===== src/pidaw_pkg.sv =====
// Shared types, constants and helpers for the PID controller with integrator clamp.
package pidaw_pkg;

   localparam int HISTORY_DEPTH_DEFAULT = 4;

   localparam int DATA_W      = 32;
   localparam int INTEG_W     = 48;
   localparam int PROD_W      = 64;
   localparam int TERM_W      = 80;
   localparam int DIVD_W      = 49;
   localparam int DIVS_W      = 40;
   localparam int CSR_INDEX_W = 3;

   // |integ_gain| must exceed this before the clamp applies (about 0.0001 in Q16.16)
   localparam logic [31:0] KI_THRESHOLD = 32'd6;

   // register indexes
   localparam logic [CSR_INDEX_W-1:0] CSR_PROP_GAIN     = 3'd0;
   localparam logic [CSR_INDEX_W-1:0] CSR_INTEG_GAIN    = 3'd1;
   localparam logic [CSR_INDEX_W-1:0] CSR_DERIV_GAIN    = 3'd2;
   localparam logic [CSR_INDEX_W-1:0] CSR_SAMPLE_PERIOD = 3'd3;
   localparam logic [CSR_INDEX_W-1:0] CSR_WINDUP_LIMIT  = 3'd4;
   localparam logic [CSR_INDEX_W-1:0] CSR_TARGET        = 3'd5;

   // operand pair fed to the shared multiplier
   typedef enum logic [2:0] {
      MS_ERR_SP,
      MS_KP_ERR,
      MS_KD_DER,
      MS_KI_ILO,
      MS_KI_IHI
   } mul_sel_type;

   typedef struct packed {
      logic        load_req;
      logic        hist_write;
      logic        hist_clear;
      logic        mul_go;
      mul_sel_type mul_sel;
      logic        integ_add;
      logic        div_start_k;
      logic        clamp_apply;
      logic        mem_rd;
      logic        div_start_d;
      logic        deriv_zero;
      logic        deriv_load;
      logic        acc_clr;
      logic        acc_add;
      logic        term_load;
      logic        term_addhi;
      logic        acc_add_term;
      logic        out_load;
   } cmd_type;

   typedef struct packed {
      logic op_reset;
      logic ki_big;
      logic den_zero;
      logic div_busy;
      logic div_done;
   } status_type;

   function automatic logic [31:0] abs32(input logic [31:0] v);
      return v[31] ? (~v + 32'd1) : v;
   endfunction

   function automatic logic [47:0] abs48(input logic [47:0] v);
      return v[47] ? (~v + 48'd1) : v;
   endfunction

endpackage


===== src/pidaw_ctrl.sv =====
// Sequencer: steps the datapath through one item and runs both handshakes.
module pidaw_ctrl (
   input  logic                  clock,
   input  logic                  reset,
   input  logic                  req_valid,
   output logic                  req_stall,
   output logic                  rsp_valid,
   input  logic                  rsp_stall,
   input  pidaw_pkg::status_type stat,
   output pidaw_pkg::cmd_type    cmd
);

   typedef enum logic [3:0] {
      ST_IDLE,
      ST_DECODE,
      ST_MUL_ESP,
      ST_INTEG,
      ST_CLAMP_CHK,
      ST_CLAMP_WAIT,
      ST_RDMEM,
      ST_DERIV,
      ST_DERIV_WAIT,
      ST_MUL_P,
      ST_MUL_D,
      ST_MUL_KL,
      ST_MUL_KH,
      ST_TERM_H,
      ST_ACC_K,
      ST_DONE
   } state_type;

   state_type state_ff, state_in;
   logic      rsp_valid_ff, rsp_valid_in;

   // next state and command decode
   always_comb begin
      state_in    = state_ff;
      cmd         = '0;
      cmd.mul_sel = pidaw_pkg::MS_ERR_SP;
      unique case (state_ff)
         ST_IDLE: begin
            if (req_valid) begin
               cmd.load_req = 1'b1;
               state_in     = ST_DECODE;
            end
         end
         ST_DECODE: begin
            if (stat.op_reset) begin
               cmd.hist_clear = 1'b1;
               state_in       = ST_RDMEM;
            end else begin
               cmd.hist_write = 1'b1;
               state_in       = ST_MUL_ESP;
            end
         end
         ST_MUL_ESP: begin
            cmd.mul_go  = 1'b1;
            cmd.mul_sel = pidaw_pkg::MS_ERR_SP;
            state_in    = ST_INTEG;
         end
         ST_INTEG: begin
            cmd.integ_add = 1'b1;
            state_in      = ST_CLAMP_CHK;
         end
         ST_CLAMP_CHK: begin
            if (stat.ki_big) begin
               cmd.div_start_k = 1'b1;
               state_in        = ST_CLAMP_WAIT;
            end else begin
               state_in = ST_RDMEM;
            end
         end
         ST_CLAMP_WAIT: begin
            if (stat.div_done) begin
               cmd.clamp_apply = 1'b1;
               state_in        = ST_RDMEM;
            end
         end
         ST_RDMEM: begin
            cmd.mem_rd = 1'b1;
            state_in   = ST_DERIV;
         end
         ST_DERIV: begin
            if (stat.den_zero) begin
               cmd.deriv_zero = 1'b1;
               state_in       = ST_MUL_P;
            end else begin
               cmd.div_start_d = 1'b1;
               state_in        = ST_DERIV_WAIT;
            end
         end
         ST_DERIV_WAIT: begin
            if (stat.div_done) begin
               cmd.deriv_load = 1'b1;
               state_in       = ST_MUL_P;
            end
         end
         ST_MUL_P: begin
            cmd.mul_go  = 1'b1;
            cmd.mul_sel = pidaw_pkg::MS_KP_ERR;
            cmd.acc_clr = 1'b1;
            state_in    = ST_MUL_D;
         end
         ST_MUL_D: begin
            cmd.mul_go  = 1'b1;
            cmd.mul_sel = pidaw_pkg::MS_KD_DER;
            cmd.acc_add = 1'b1;
            state_in    = ST_MUL_KL;
         end
         ST_MUL_KL: begin
            cmd.mul_go  = 1'b1;
            cmd.mul_sel = pidaw_pkg::MS_KI_ILO;
            cmd.acc_add = 1'b1;
            state_in    = ST_MUL_KH;
         end
         ST_MUL_KH: begin
            cmd.mul_go    = 1'b1;
            cmd.mul_sel   = pidaw_pkg::MS_KI_IHI;
            cmd.term_load = 1'b1;
            state_in      = ST_TERM_H;
         end
         ST_TERM_H: begin
            cmd.term_addhi = 1'b1;
            state_in       = ST_ACC_K;
         end
         ST_ACC_K: begin
            cmd.acc_add_term = 1'b1;
            state_in         = ST_DONE;
         end
         ST_DONE: begin
            // wait until the output register is free or being emptied
            if (!rsp_valid_ff || !rsp_stall) begin
               cmd.out_load = 1'b1;
               state_in     = ST_IDLE;
            end
         end
         default: state_in = ST_IDLE;
      endcase
      rsp_valid_in = cmd.out_load | (rsp_valid_ff & rsp_stall);
   end

   always_ff @(posedge clock) begin
      if (reset) begin
         state_ff     <= ST_IDLE;
         rsp_valid_ff <= 1'b0;
      end else begin
         state_ff     <= state_in;
         rsp_valid_ff <= rsp_valid_in;
      end
   end

   assign req_stall = (state_ff != ST_IDLE);
   assign rsp_valid = rsp_valid_ff;

endmodule


===== config.mk =====
export PLATFORM = sky130hd
export DESIGN_NAME = pidaw_ctrl
export DESIGN_NICKNAME = d
export VERILOG_FILES = /design/src/pidaw_pkg.sv /design/src/pidaw_ctrl.sv
export SDC_FILE = /design/constraint.sdc
export NUM_CORES = 1
export LEC_CHECK = 0
export BUFFER_PORTS_ARGS = -buffer_cell sky130_fd_sc_hd__buf_2
export CAP_MARGIN = 15
export CORE_MARGIN = 5
export CORE_UTILIZATION = 25
export CTS_BUF_LIST = sky130_fd_sc_hd__clkbuf_8
export CTS_CLUSTER_SIZE = 12
export DETAILED_ROUTE_END_ITERATION = 10
export PLACE_DENSITY = 0.64
export SLEW_MARGIN = 25
export SYNTH_ARGS = -nofsm -noshare
export SYNTH_HDL_FRONTEND = slang
export SYNTH_SLANG_ARGS = --single-unit

===== constraint.sdc =====
create_clock -name clock -period 1.9 [get_ports clock]
set_clock_uncertainty 0.2 [all_clocks]
set_input_delay 0.095 -clock clock [delete_from_list [all_inputs] [get_ports clock]]
set_output_delay 0.095 -clock clock [all_outputs]
set_load 0.05 [all_outputs]

==> results of run 1 <==
-- what timing repair did --
| item | in CTS | in global routing |
|---|---|---|
| endpoints found under the setup margin | 0 | 7 |
| hold buffers | 2 | 0 |
| gates resized for setup | 0 | 3 |
| endpoints found under the hold margin | 5 | 0 |
-- sequential cells by signal (all words and copies together) (netlist names) --
name	cells
rsp_valid	1
state_ff	4
-- routing by layer --
metal | part of all wire (%) | vias up
li1 | - | 309
met1 | 44 | 254
met2 | 48 | 19
met3 | 7.8 | 0
met4 | 0 | 0
met5 | 0 | -
-- power breakdown --
| group | total, mW | internal (mW) | switching, mW |
|---|---|---|---|
| Combinational | 0.325 | 0.102 | 0.223 |
| Clock | 0.188 | 0.138 | 0.0498 |
| Sequential | 0.170 | 0.124 | 0.0468 |
| Total | 0.683 | 0.364 | 0.319 |
-- final timing paths --
kind,end,slack [ns],depth (start not counted)
setup / recovery,cmd[16],0.17,4
hold / removal,state_ff[3],0.003,3
setup reg to reg,rsp_valid,0.18,3
hold reg to reg,state_ff[3],0.36,2
-- cells in the mapped netlist --
master	n	area (um2)
sky130_fd_sc_hd__a2111oi_2	1	15.0
sky130_fd_sc_hd__a21o_1	1	7.51
sky130_fd_sc_hd__a21oi_1	4	20.0
sky130_fd_sc_hd__a221oi_1	1	8.76
sky130_fd_sc_hd__a31oi_1	1	6.26
sky130_fd_sc_hd__and3_1	2	12.5
sky130_fd_sc_hd__buf_2	3	15.0
sky130_fd_sc_hd__buf_4	2	15.0
sky130_fd_sc_hd__dfxtp_1	5	100
sky130_fd_sc_hd__inv_1	4	15.0
sky130_fd_sc_hd__mux2_1	1	11.3
sky130_fd_sc_hd__mux2i_1	1	10.0
sky130_fd_sc_hd__nand2_1	9	33.8
sky130_fd_sc_hd__nand2b_1	2	12.5
sky130_fd_sc_hd__nand3b_1	1	7.51
sky130_fd_sc_hd__nand4_1	1	6.26
sky130_fd_sc_hd__nor2_1	17	63.8
sky130_fd_sc_hd__nor2b_1	1	6.26
sky130_fd_sc_hd__nor3_1	4	20.0
sky130_fd_sc_hd__nor3_2	1	10.0
sky130_fd_sc_hd__nor3b_1	2	15.0
sky130_fd_sc_hd__nor4_1	1	6.26
sky130_fd_sc_hd__o21ai_0	1	5.00
sky130_fd_sc_hd__o22ai_1	1	6.26
sky130_fd_sc_hd__o32ai_1	2	17.5
sky130_fd_sc_hd__or2_2	1	6.26
sky130_fd_sc_hd__or3_1	1	6.26
-- logic make-up after synthesis --
family	after synthesis	synth area share (%)
simple gates	43	45.0
compound gates	12	18.8
buf+inv	9	9.81
flops	5	21.8
mux	2	4.63
-- critical path, delay by kind of cell, from the launching register on --
kind	cells	cell delay, ns
buffers and inverters	2	0.36
flip-flops	1	0.52
AO/OA/AOI/OAI	1	0.11
AND/OR/NAND/NOR	1	0.24
-- through the flow --
stage	cell area, um2	setup slack (ns)	utilization, %	TNS [ns]
3_5_place_dp	623	0.196	35.7	0
5_1_grt	692	0.0422	39.6	0
3_3_place_gp	623	0.204	35.7	0
6_report	692	0.167	39.6	0
2_1_floorplan	477	-0.130	-	-0.260
4_1_cts	688	0.0362	39.4	0
-- layout by cell type, fill, tap and decap left out, types with 3 or more instances in the layout --
master | Yosys | routed
sky130_fd_sc_hd__clkbuf_8 | 0 | 3
sky130_fd_sc_hd__inv_1 | 4 | 5
sky130_fd_sc_hd__nor2_1 | 17 | 16
sky130_fd_sc_hd__nor3_1 | 4 | 3
sky130_fd_sc_hd__a21oi_1 | 4 | 3
sky130_fd_sc_hd__dfxtp_2 | 0 | 3
sky130_fd_sc_hd__buf_2 | 3 | 29
sky130_fd_sc_hd__nand2_1 | 9 | 9
-- layout make-up --
class / count / area (um2) / share of cell area, %
clock buffer: 3 / 41.3 / 5.97
multi-input combinational: 57 / 332 / 47.9
tap: 25 / 31.3 / 4.52
sequential: 5 / 104 / 15.0
clock inverter: 1 / 3.75 / 0.542
timing repair buffer: 31 / 165 / 23.9
inverter: 4 / 15.0 / 2.17
==> Implementation_results.wiki, run 1 <==
{| class="wikitable"
! Metric !! Value
|-
| Syn Nets || 80
|-
| H-tree lvl count || 1
|-
| Kind of path behind the tightest hold check || input pin to flip-flop
|-
| Die width || 52.9 um
|-
| Min-delay src || rsp_stall
|-
| Tightest hold margin || 0.00287 ns
|-
| Synth Register Bits || 5
|-
| Launch point of the worst path || state_ff[1]
|-
| Hpwl dp || 1.04 mm
|-
| Clock tree from TritonCTS || yes
|-
| Setup Crit Path Kind || flip-flop to output pin
|-
| Final setup fails || 0
|-
| Met1 track utilization from global routing || 12.5%
|-
| Highest fanout seen on the critical path || 12
|-
| Critical path, cell by cell || inv_1 -> nand2_1 -> o22ai_1 -> buf_2
|-
| Fraction of met3 tracks used by global routing || 1.97%
|-
| Setup repair after global routing missed its margin || false
|-
| Routed WL || 1.29 mm
|-
| CP endpoint kind || output pin
|-
| Via count of the first global-routing pass || 517
|-
| Number of clock buffers inserted by TritonCTS || 3
|-
| Worst IR Drop VDD || 0.411 mV
|-
| Final period demand of the worst path || 1.73 ns
|-
| Transition time at the pin with the least slew margin || 0.356 ns
|-
| Starting density of the core || 26.3%
|-
| Die Area || 2790 um2
|-
| FF-to-FF Start || state_ff[1]
|-
| Crit path launch type || flip-flop
|-
| Number of distinct library cells after synthesis || 27
|-
| CTS Root Cell || sky130_fd_sc_hd__clkbuf_8
|-
| Met2 GRT Util || 16.3%
|-
| Via density per instance || 4.62
|-
| Reported max-cap violation count || 0
|-
| Maximum number of buffers from clock root to sink || 2
|-
| I/O Pins || 31
|-
| Initial DRC Count || 11
|-
| Post-synthesis cell count || 71
|-
| Placed cell count || 120
|-
| Wire length of the first global-routing pass || 2.16 mm
|-
| DR DRC count || 0
|-
| Layer with the highest usage || met2
|-
| First-pass iteration count of the detailed router || 4
|-
| Buffers inserted during post-CTS setup optimization || 0
|-
| Number of cell rows || 15
|-
| Die height || 52.9 um
|-
| Clock Pin Slew Worst Setup and Hold Paths || 0.03 ns
|-
| Number of warnings printed during yosys synthesis || 0
|-
| Crit path largest cell delay || 0.52 ns
|-
| Number of antenna violations at the first check in global routing || 0
|-
| Antenna cells || 0
|-
| Standard cell core area || 1750 um2
|-
| Grt total ovfl || 0
|-
| Fraction of layout cells with a size suffix above 1 || 41.6%
|-
| Ratio of final minimum period to clock period || 91.2%
|-
| Endpoints failing hold || 0
|-
| Syn Std Cell Area || 459 um2
|-
| Post-Layout Cell Count || 126
|-
| Routed vias || 582
|-
| Static power due to leakage || 0.344 nW
|-
| Final Total Pwr || 0.683 mW
|-
| Maximum number of pins on one net before global-route repair || 16
|-
| Crit-path slowest cell || sky130_fd_sc_hd__dfxtp_1
|-
| Number of fill cells in the layout || 202
|-
| Arrival time at the worst endpoint || 1.44 ns
|-
| Power density over cell area || 987 nW/um2
|-
| Synth Area per Inst || 6.47 um2
|-
| Net total in the final layout || 111
|-
| Synthesis-to-layout area growth || 50.7%
|-
| Seq/Total Area, Yosys || 21.8%
|-
| Number of pins exceeding their max-slew limit in the final report || 0
|-
| Routability congestion estimate || 0.811
|-
| Max-slew headroom || 76.2%
|-
| Detailed-route wire length per cell || 10.3 um
|-
| Clock Sinks || 5
|-
| Worst-skew pair later-pin latency || 0.22 ns
|-
| Remaining number of nets flagged by the antenna check after routing || 0
|-
| Total routing usage reported by global routing || 10.2%
|-
| Max frequency || 577 MHz
|-
| Required time of the critical path || 1.60 ns
|-
| Port bufs || 29
|-
| Status || complete, no violations
|}
No activity file was read; power rests on OpenSTA's default activity.
==> run 2, diff against run 1 <==
- MAX_ROUTING_LAYER: default -> met4
- PLACE_DENSITY: 0.64 -> 0.52
- SLEW_MARGIN: 25 -> default
==> run 2 against run 1 <==
  * The run now ends with hold timing left
  * Critical path type unchanged
  * Highest routed layer is now met4
  * Sequential share of layout area decreased by 0.15 points
  * Routed wire length increased by 9.0%
  * Clock-buffer cell count unchanged
==> Implementation_results.wiki, run 2 (synthesized netlist as in run 1, its figures left out) <==
{| class="wikitable"
! Metric !! Value
|-
| Status || finished, violations left
|-
| Failing checks || hold timing
|-
| Via count of the first global-routing pass || 532
|-
| Die width || 52.9 um
|-
| Maximum number of pins on one net before global-route repair || 16
|-
| Antenna cells || 0
|-
| Max frequency || 561 MHz
|-
| Net total in the final layout || 111
|-
| Setup slack on the worst flop-to-flop path || 0.22 ns
|-
| Max FFs per register || 4
|-
| Kind of path behind the tightest hold check || input pin to flip-flop
|-
| Static power due to leakage || 0.341 nW
|-
| Total routing usage reported by global routing || 10.9%
|-
| Number of fill cells in the layout || 201
|-
| Ratio of final minimum period to clock period || 93.8%
|-
| Arrival time at the worst endpoint || 1.49 ns
|-
| First-pass iteration count of the detailed router || 4
|-
| H-tree lvl count || 1
|-
| Routed WL || 1.41 mm
|-
| Path depth of the worst reg2reg path || 4
|-
| Routability congestion estimate || 0.683
|-
| Highest fanout seen on the critical path || 12
|-
| Final period demand of the worst path || 1.78 ns
|-
| FF-to-FF End || state_ff[0]
|-
| FF-to-FF Start || state_ff[0]
|-
| Maximum number of buffers from clock root to sink || 2
|-
| Routed vias || 585
|-
| Setup Crit Path Kind || flip-flop to output pin
|-
| CTS Root Cell || sky130_fd_sc_hd__clkbuf_8
|-
| Placed cell count || 120
|-
| Initial DRC Count || 21
|-
| Area of placed instances || 623 um2
|-
| Worst-skew pair later-pin latency || 0.22 ns
|-
| Die height || 52.9 um
|-
| Hpwl dp || 1.07 mm
|-
| Most common library cell in the layout ignoring fill and taps || sky130_fd_sc_hd__buf_2
|-
| Multi-input gate area || 332 um2
|-
| Worst IR Drop VDD || 0.474 mV
|-
| Clock Pin Slew Worst Setup and Hold Paths || 0.03 ns
|-
| Post-Layout Cell Count || 126
|-
| Final setup fails || 0
|-
| Biggest register || state_ff
|-
| Port bufs || 29
|-
| Number of clock buffers inserted by TritonCTS || 3
|-
| Crit path launch type || flip-flop
|-
| Reported max-cap violation count || 0
|-
| CP endpoint kind || output pin
|-
| Number of cells traversed by the worst hold path || 3
|-
| Grt total ovfl || 0
|-
| Setup repair after global routing missed its margin || false
|-
| DR DRC count || 0
|-
| Clock tree from TritonCTS || yes
|-
| I/O Pins || 31
|-
| Final standard cell area without fillers || 691 um2
|-
| Max-slew headroom || 72.1%
|-
| Number of antenna violations at the first check in global routing || 0
|-
| Via density per instance || 4.64
|-
| Number of pins exceeding their max-slew limit in the final report || 0
|-
| Wire length of the first global-routing pass || 2.22 mm
|-
| Standard cell core area || 1750 um2
|-
| Number of cell rows || 15
|-
| Clock Sinks || 5
|-
| Launch point of the worst path || state_ff[1]
|-
| Transition time at the pin with the least slew margin || 0.418 ns
|-
| Die Area || 2790 um2
|-
| Remaining number of nets flagged by the antenna check after routing || 0
|-
| Required time of the critical path || 1.60 ns
|-
| Power density over cell area || 994 nW/um2
|-
| Detailed-route wire length per cell || 11.2 um
|-
| Destination of the critical timing path || cmd[16]
|-
| Tightest hold margin || -0.00104 ns
|-
| Synthesis-to-layout area growth || 50.4%
|-
| Fraction of layout cells with a size suffix above 1 || 40.6%
|-
| Sequential standard cell area || 103 um2
|-
| Starting density of the core || 26.3%
|-
| Commonest cells after routing, fill and taps aside || 29 x sky130_fd_sc_hd__buf_2, 16 x sky130_fd_sc_hd__nor2_1, 9 x sky130_fd_sc_hd__nand2_1, 5 x sky130_fd_sc_hd__inv_1
|-
| Endpoints failing hold || 1
|}
==> run 2: final cells by class <==
class                      count  area share [%]
clock inverter                 1           0.543
sequential                     5            14.9
timing repair buffer          31            23.9
multi-input combinational     57            48.0
tap                           25            4.53
inverter                       4            2.17
clock buffer                   3            5.98
==> run 2: worst max-delay path, cell delays in order, from the launching register on <==
cell and delay (ns):
sky130_fd_sc_hd__dfxtp_1 0.54, sky130_fd_sc_hd__inv_1 0.14, sky130_fd_sc_hd__nand2_1 0.24, sky130_fd_sc_hd__o22ai_1 0.12, sky130_fd_sc_hd__buf_2 0.22
==> run 2: stage by stage <==
stage,worst slack (ns),power (mW),TNS (ns),utilization [%],hold slack [ns]
after CTS,0.0227,0.694,0,39.4,0.00267
after global routing,0.00111,0.736,0,39.6,0.0301
after floorplan,-0.130,0.432,-0.260,-,-0.0359
final,0.117,0.687,0,39.6,-0.00104
after detailed placement,0.213,0.496,0,35.7,0.138
after global placement,0.200,0.495,0,35.7,0.143
==> run 2: where the power goes <==
part           total (mW)  internal, mW  switching [mW]  leakage [nW]
Clock               0.188         0.138          0.0498        0.0269
Combinational       0.326         0.103           0.223         0.272
Sequential          0.173         0.122          0.0503        0.0419
==> run 2: worst min-delay path by stage <==
stage                        to  slack, ns      start
floorplan             rsp_valid      -0.04      reset
global placement      rsp_valid       0.14      reset
CTS                 state_ff[0]      0.003  req_valid
global route        state_ff[0]       0.03  req_valid
detailed placement    rsp_valid       0.14      reset
finish              state_ff[0]     -0.001  req_valid
==> run 2: routing by layer <==
| layer | up-vias | track usage, % | wire length [um] |
|---|---|---|---|
| met3 | 2 | 2.25 | 159 |
| met4 | 0 | 6.38 | 8 |
| met2 | 22 | 16.3 | 592 |
| met1 | 257 | 13.4 | 648 |
| li1 | 304 | - | - |
| met5 | - | - | 0 |
==> run 2: what timing repair did <==
action / 4_1_cts / 5_1_grt
hold buffers: 2 / 0
gates resized for setup: 0 / 2
hold endpoints to repair: 5 / 0
setup endpoints to repair: 0 / 6
setup buffers: 0 / 0
==> run 3, diff against run 2 <==
- RECOVER_POWER: default -> 25
==> run 3 against run 2 <==
  * The run still ends with hold timing left
  * Largest power group unchanged
  * First-iteration DRC count did not move
  * Clock power about the same
  * Sequential share of layout area hardly changed
  * Flip-flop and latch count unchanged
  * Final cell count unchanged
  * Non-clock buffer count is the same
  * Critical path depth unchanged
  * Combinational power barely moved
  * Cell area is 0.18% lower
  * Power barely moved
  * Clock-buffer cell count unchanged
==> Implementation_results.wiki, run 3 (synthesized netlist as in run 1, its figures left out) <==
{| class="wikitable"
! Metric !! Value
|-
| Clock Pin Slew Worst Setup and Hold Paths || 0.03 ns
|-
| Worst-skew pair later-pin latency || 0.22 ns
|-
| Fraction of layout cells with a size suffix above 1 || 39.6%
|-
| Number of clock buffers inserted by TritonCTS || 3
|-
| Routed vias || 585
|-
| Worst slack at placement || 0.213 ns
|-
| Wire length of the first global-routing pass || 2.22 mm
|-
| Sequential share of power || 25.1%
|-
| Number of pins exceeding their max-slew limit in the final report || 0
|-
| Grt total ovfl || 0
|-
| Tightest hold margin || -0.00104 ns
|-
| Initial DRC Count || 21
|-
| Total routing usage reported by global routing || 10.9%
|-
| Endpoints failing hold || 1
|-
| Detailed-route wire length per cell || 11.2 um
|-
| Max-slew headroom || 60.5%
|-
| Routability congestion estimate || 0.683
|-
| Crit path launch type || flip-flop
|-
| Transition time at the pin with the least slew margin || 0.594 ns
|-
| Final Total Pwr || 0.687 mW
|-
| Max frequency || 561 MHz
|-
| Standard cell core area || 1750 um2
|-
| Remaining number of nets flagged by the antenna check after routing || 0
|-
| Hpwl dp || 1.07 mm
|-
| Sw power || 0.323 mW
|-
| Crit path largest cell delay || 0.54 ns
|-
| Clock tree from TritonCTS || yes
|-
| Critical path, cell by cell || inv_1 -> nand2_1 -> o22ai_1 -> buf_2
|-
| Die height || 52.9 um
|-
| Final standard cell area without fillers || 689 um2
|-
| Synthesis-to-layout area growth || 50.1%
|-
| H-tree lvl count || 1
|-
| Reported max-cap violation count || 0
|-
| Switching Share || 47.1%
|-
| Maximum number of pins on one net before global-route repair || 16
|-
| Power Internal || 0.364 mW
|-
| Routed WL || 1.41 mm
|-
| Starting density of the core || 26.3%
|-
| Portion of total power attributed to combinational logic || 47.5%
|-
| Crit-path slowest cell || sky130_fd_sc_hd__dfxtp_1
|-
| Status || finished, violations left
|-
| Kind of path behind the tightest hold check || input pin to flip-flop
|-
| Net total in the final layout || 111
|-
| Via density per instance || 4.64
|-
| First-pass iteration count of the detailed router || 4
|-
| Final period demand of the worst path || 1.78 ns
|-
| Arrival time at the worst endpoint || 1.49 ns
|-
| Worst IR Drop VDD || 0.474 mV
|-
| Number of antenna violations at the first check in global routing || 0
|-
| Biggest register || state_ff
|-
| Max FFs per register || 4
|-
| Number of cell rows || 15
|-
| I/O Pins || 31
|-
| Required time of the critical path || 1.60 ns
|-
| Setup Crit Path Kind || flip-flop to output pin
|-
| Failing checks || hold timing
|-
| Die width || 52.9 um
|-
| Ratio of final minimum period to clock period || 93.8%
|-
| Maximum number of buffers from clock root to sink || 2
|-
| CTS Root Cell || sky130_fd_sc_hd__clkbuf_8
|-
| Power density over cell area || 996 nW/um2
|-
| Worst-case setup margin in the final layout || 0.117 ns
|-
| Via count of the first global-routing pass || 532
|-
| Static power due to leakage || 0.335 nW
|-
| Commonest cells after routing, fill and taps aside || 26 x sky130_fd_sc_hd__buf_2, 16 x sky130_fd_sc_hd__nor2_1, 9 x sky130_fd_sc_hd__nand2_1, 5 x sky130_fd_sc_hd__inv_1
|-
| Highest fanout seen on the critical path || 12
|-
| Clock group share of total power || 27.4%
|-
| Setup repair after global routing missed its margin || false
|-
| Area of placed instances || 623 um2
|-
| Number of fill cells in the layout || 201
|-
| Final setup fails || 0
|-
| Die Area || 2790 um2
|-
| Port bufs || 29
|-
| Antenna cells || 0
|-
| Most common library cell in the layout ignoring fill and taps || sky130_fd_sc_hd__buf_2
|-
| DR DRC count || 0
|-
| CP endpoint kind || output pin
|-
| Clock Sinks || 5
|}
-- run 3: cell types whose count changed in the layout (fill, tap and decap cells not counted), sizes merged --
cell / before / now
clkbuf: 3 / 6
buf: 29 / 26
-- run 3: worst paths after layout --
path	start	end	slack (ns)	depth (start not counted)
setup / recovery	state_ff[1]	cmd[16]	0.12	4
hold / removal	req_valid	state_ff[0]	-0.001	3
setup reg to reg	state_ff[0]	state_ff[0]	0.22	4
hold reg to reg	rsp_valid	rsp_valid	0.32	2
-- run 3: routing by layer --
layer,vias to the layer above,global-route usage (%),share of wire [%]
met1,257,13.4,46
met3,2,2.25,11
li1,304,-,-
met2,22,16.3,42
met5,-,-,0
met4,0,6.38,0.57
-- run 3: through the flow --
| stage | hold WS, ns | utilization (%) | TNS (ns) | cells |
|---|---|---|---|---|
| 2_1_floorplan | -0.0359 | - | -0.260 | 71 |
| 3_3_place_gp | 0.143 | 35.7 | 0 | 120 |
| 3_5_place_dp | 0.138 | 35.7 | 0 | 120 |
| 4_1_cts | 0.00267 | 39.4 | 0 | 126 |
| 5_1_grt | 0.0301 | 39.5 | 0 | 126 |
| 6_report | -0.00104 | 39.5 | 0 | 126 |
-- run 3: power by group through the flow --
stage	Sequential (mW)	Clock, mW	Combinational, mW
2_1_floorplan	0.133	0	0.299
3_3_place_gp	0.173	0	0.322
3_5_place_dp	0.172	0	0.324
4_1_cts	0.171	0.194	0.328
5_1_grt	0.179	0.205	0.351
6_report	0.173	0.188	0.326
-- run 3: layout make-up --
cell class                      instances  area (um2)  area share (%)
Timing Repair Buffer                   31         164            23.8
Tap cell                               25        31.3            4.54
Clock buffer                            3        41.3            5.99
Inverter                                4        15.0            2.18
Clock inverter                          1        3.75           0.544
Multi-Input combinational cell         57         332            48.1
Sequential cell                         5         103            14.9
-- run 3: what timing repair did --
action / in CTS / in global routing
endpoints found under the setup margin: 0 / 6
gates resized for setup: 0 / 2
hold buffers: 2 / 0
hold endpoints to repair: 5 / 0
buffers inserted: 0 / 0
-- run 3: worst max-delay path: cells and delay by family, from the launching register on --
family	cells	cell delay, ns
AND/OR/NAND/NOR	1	0.24
buffers and inverters	2	0.36
flip-flops	1	0.54
AO/OA/AOI/OAI	1	0.12
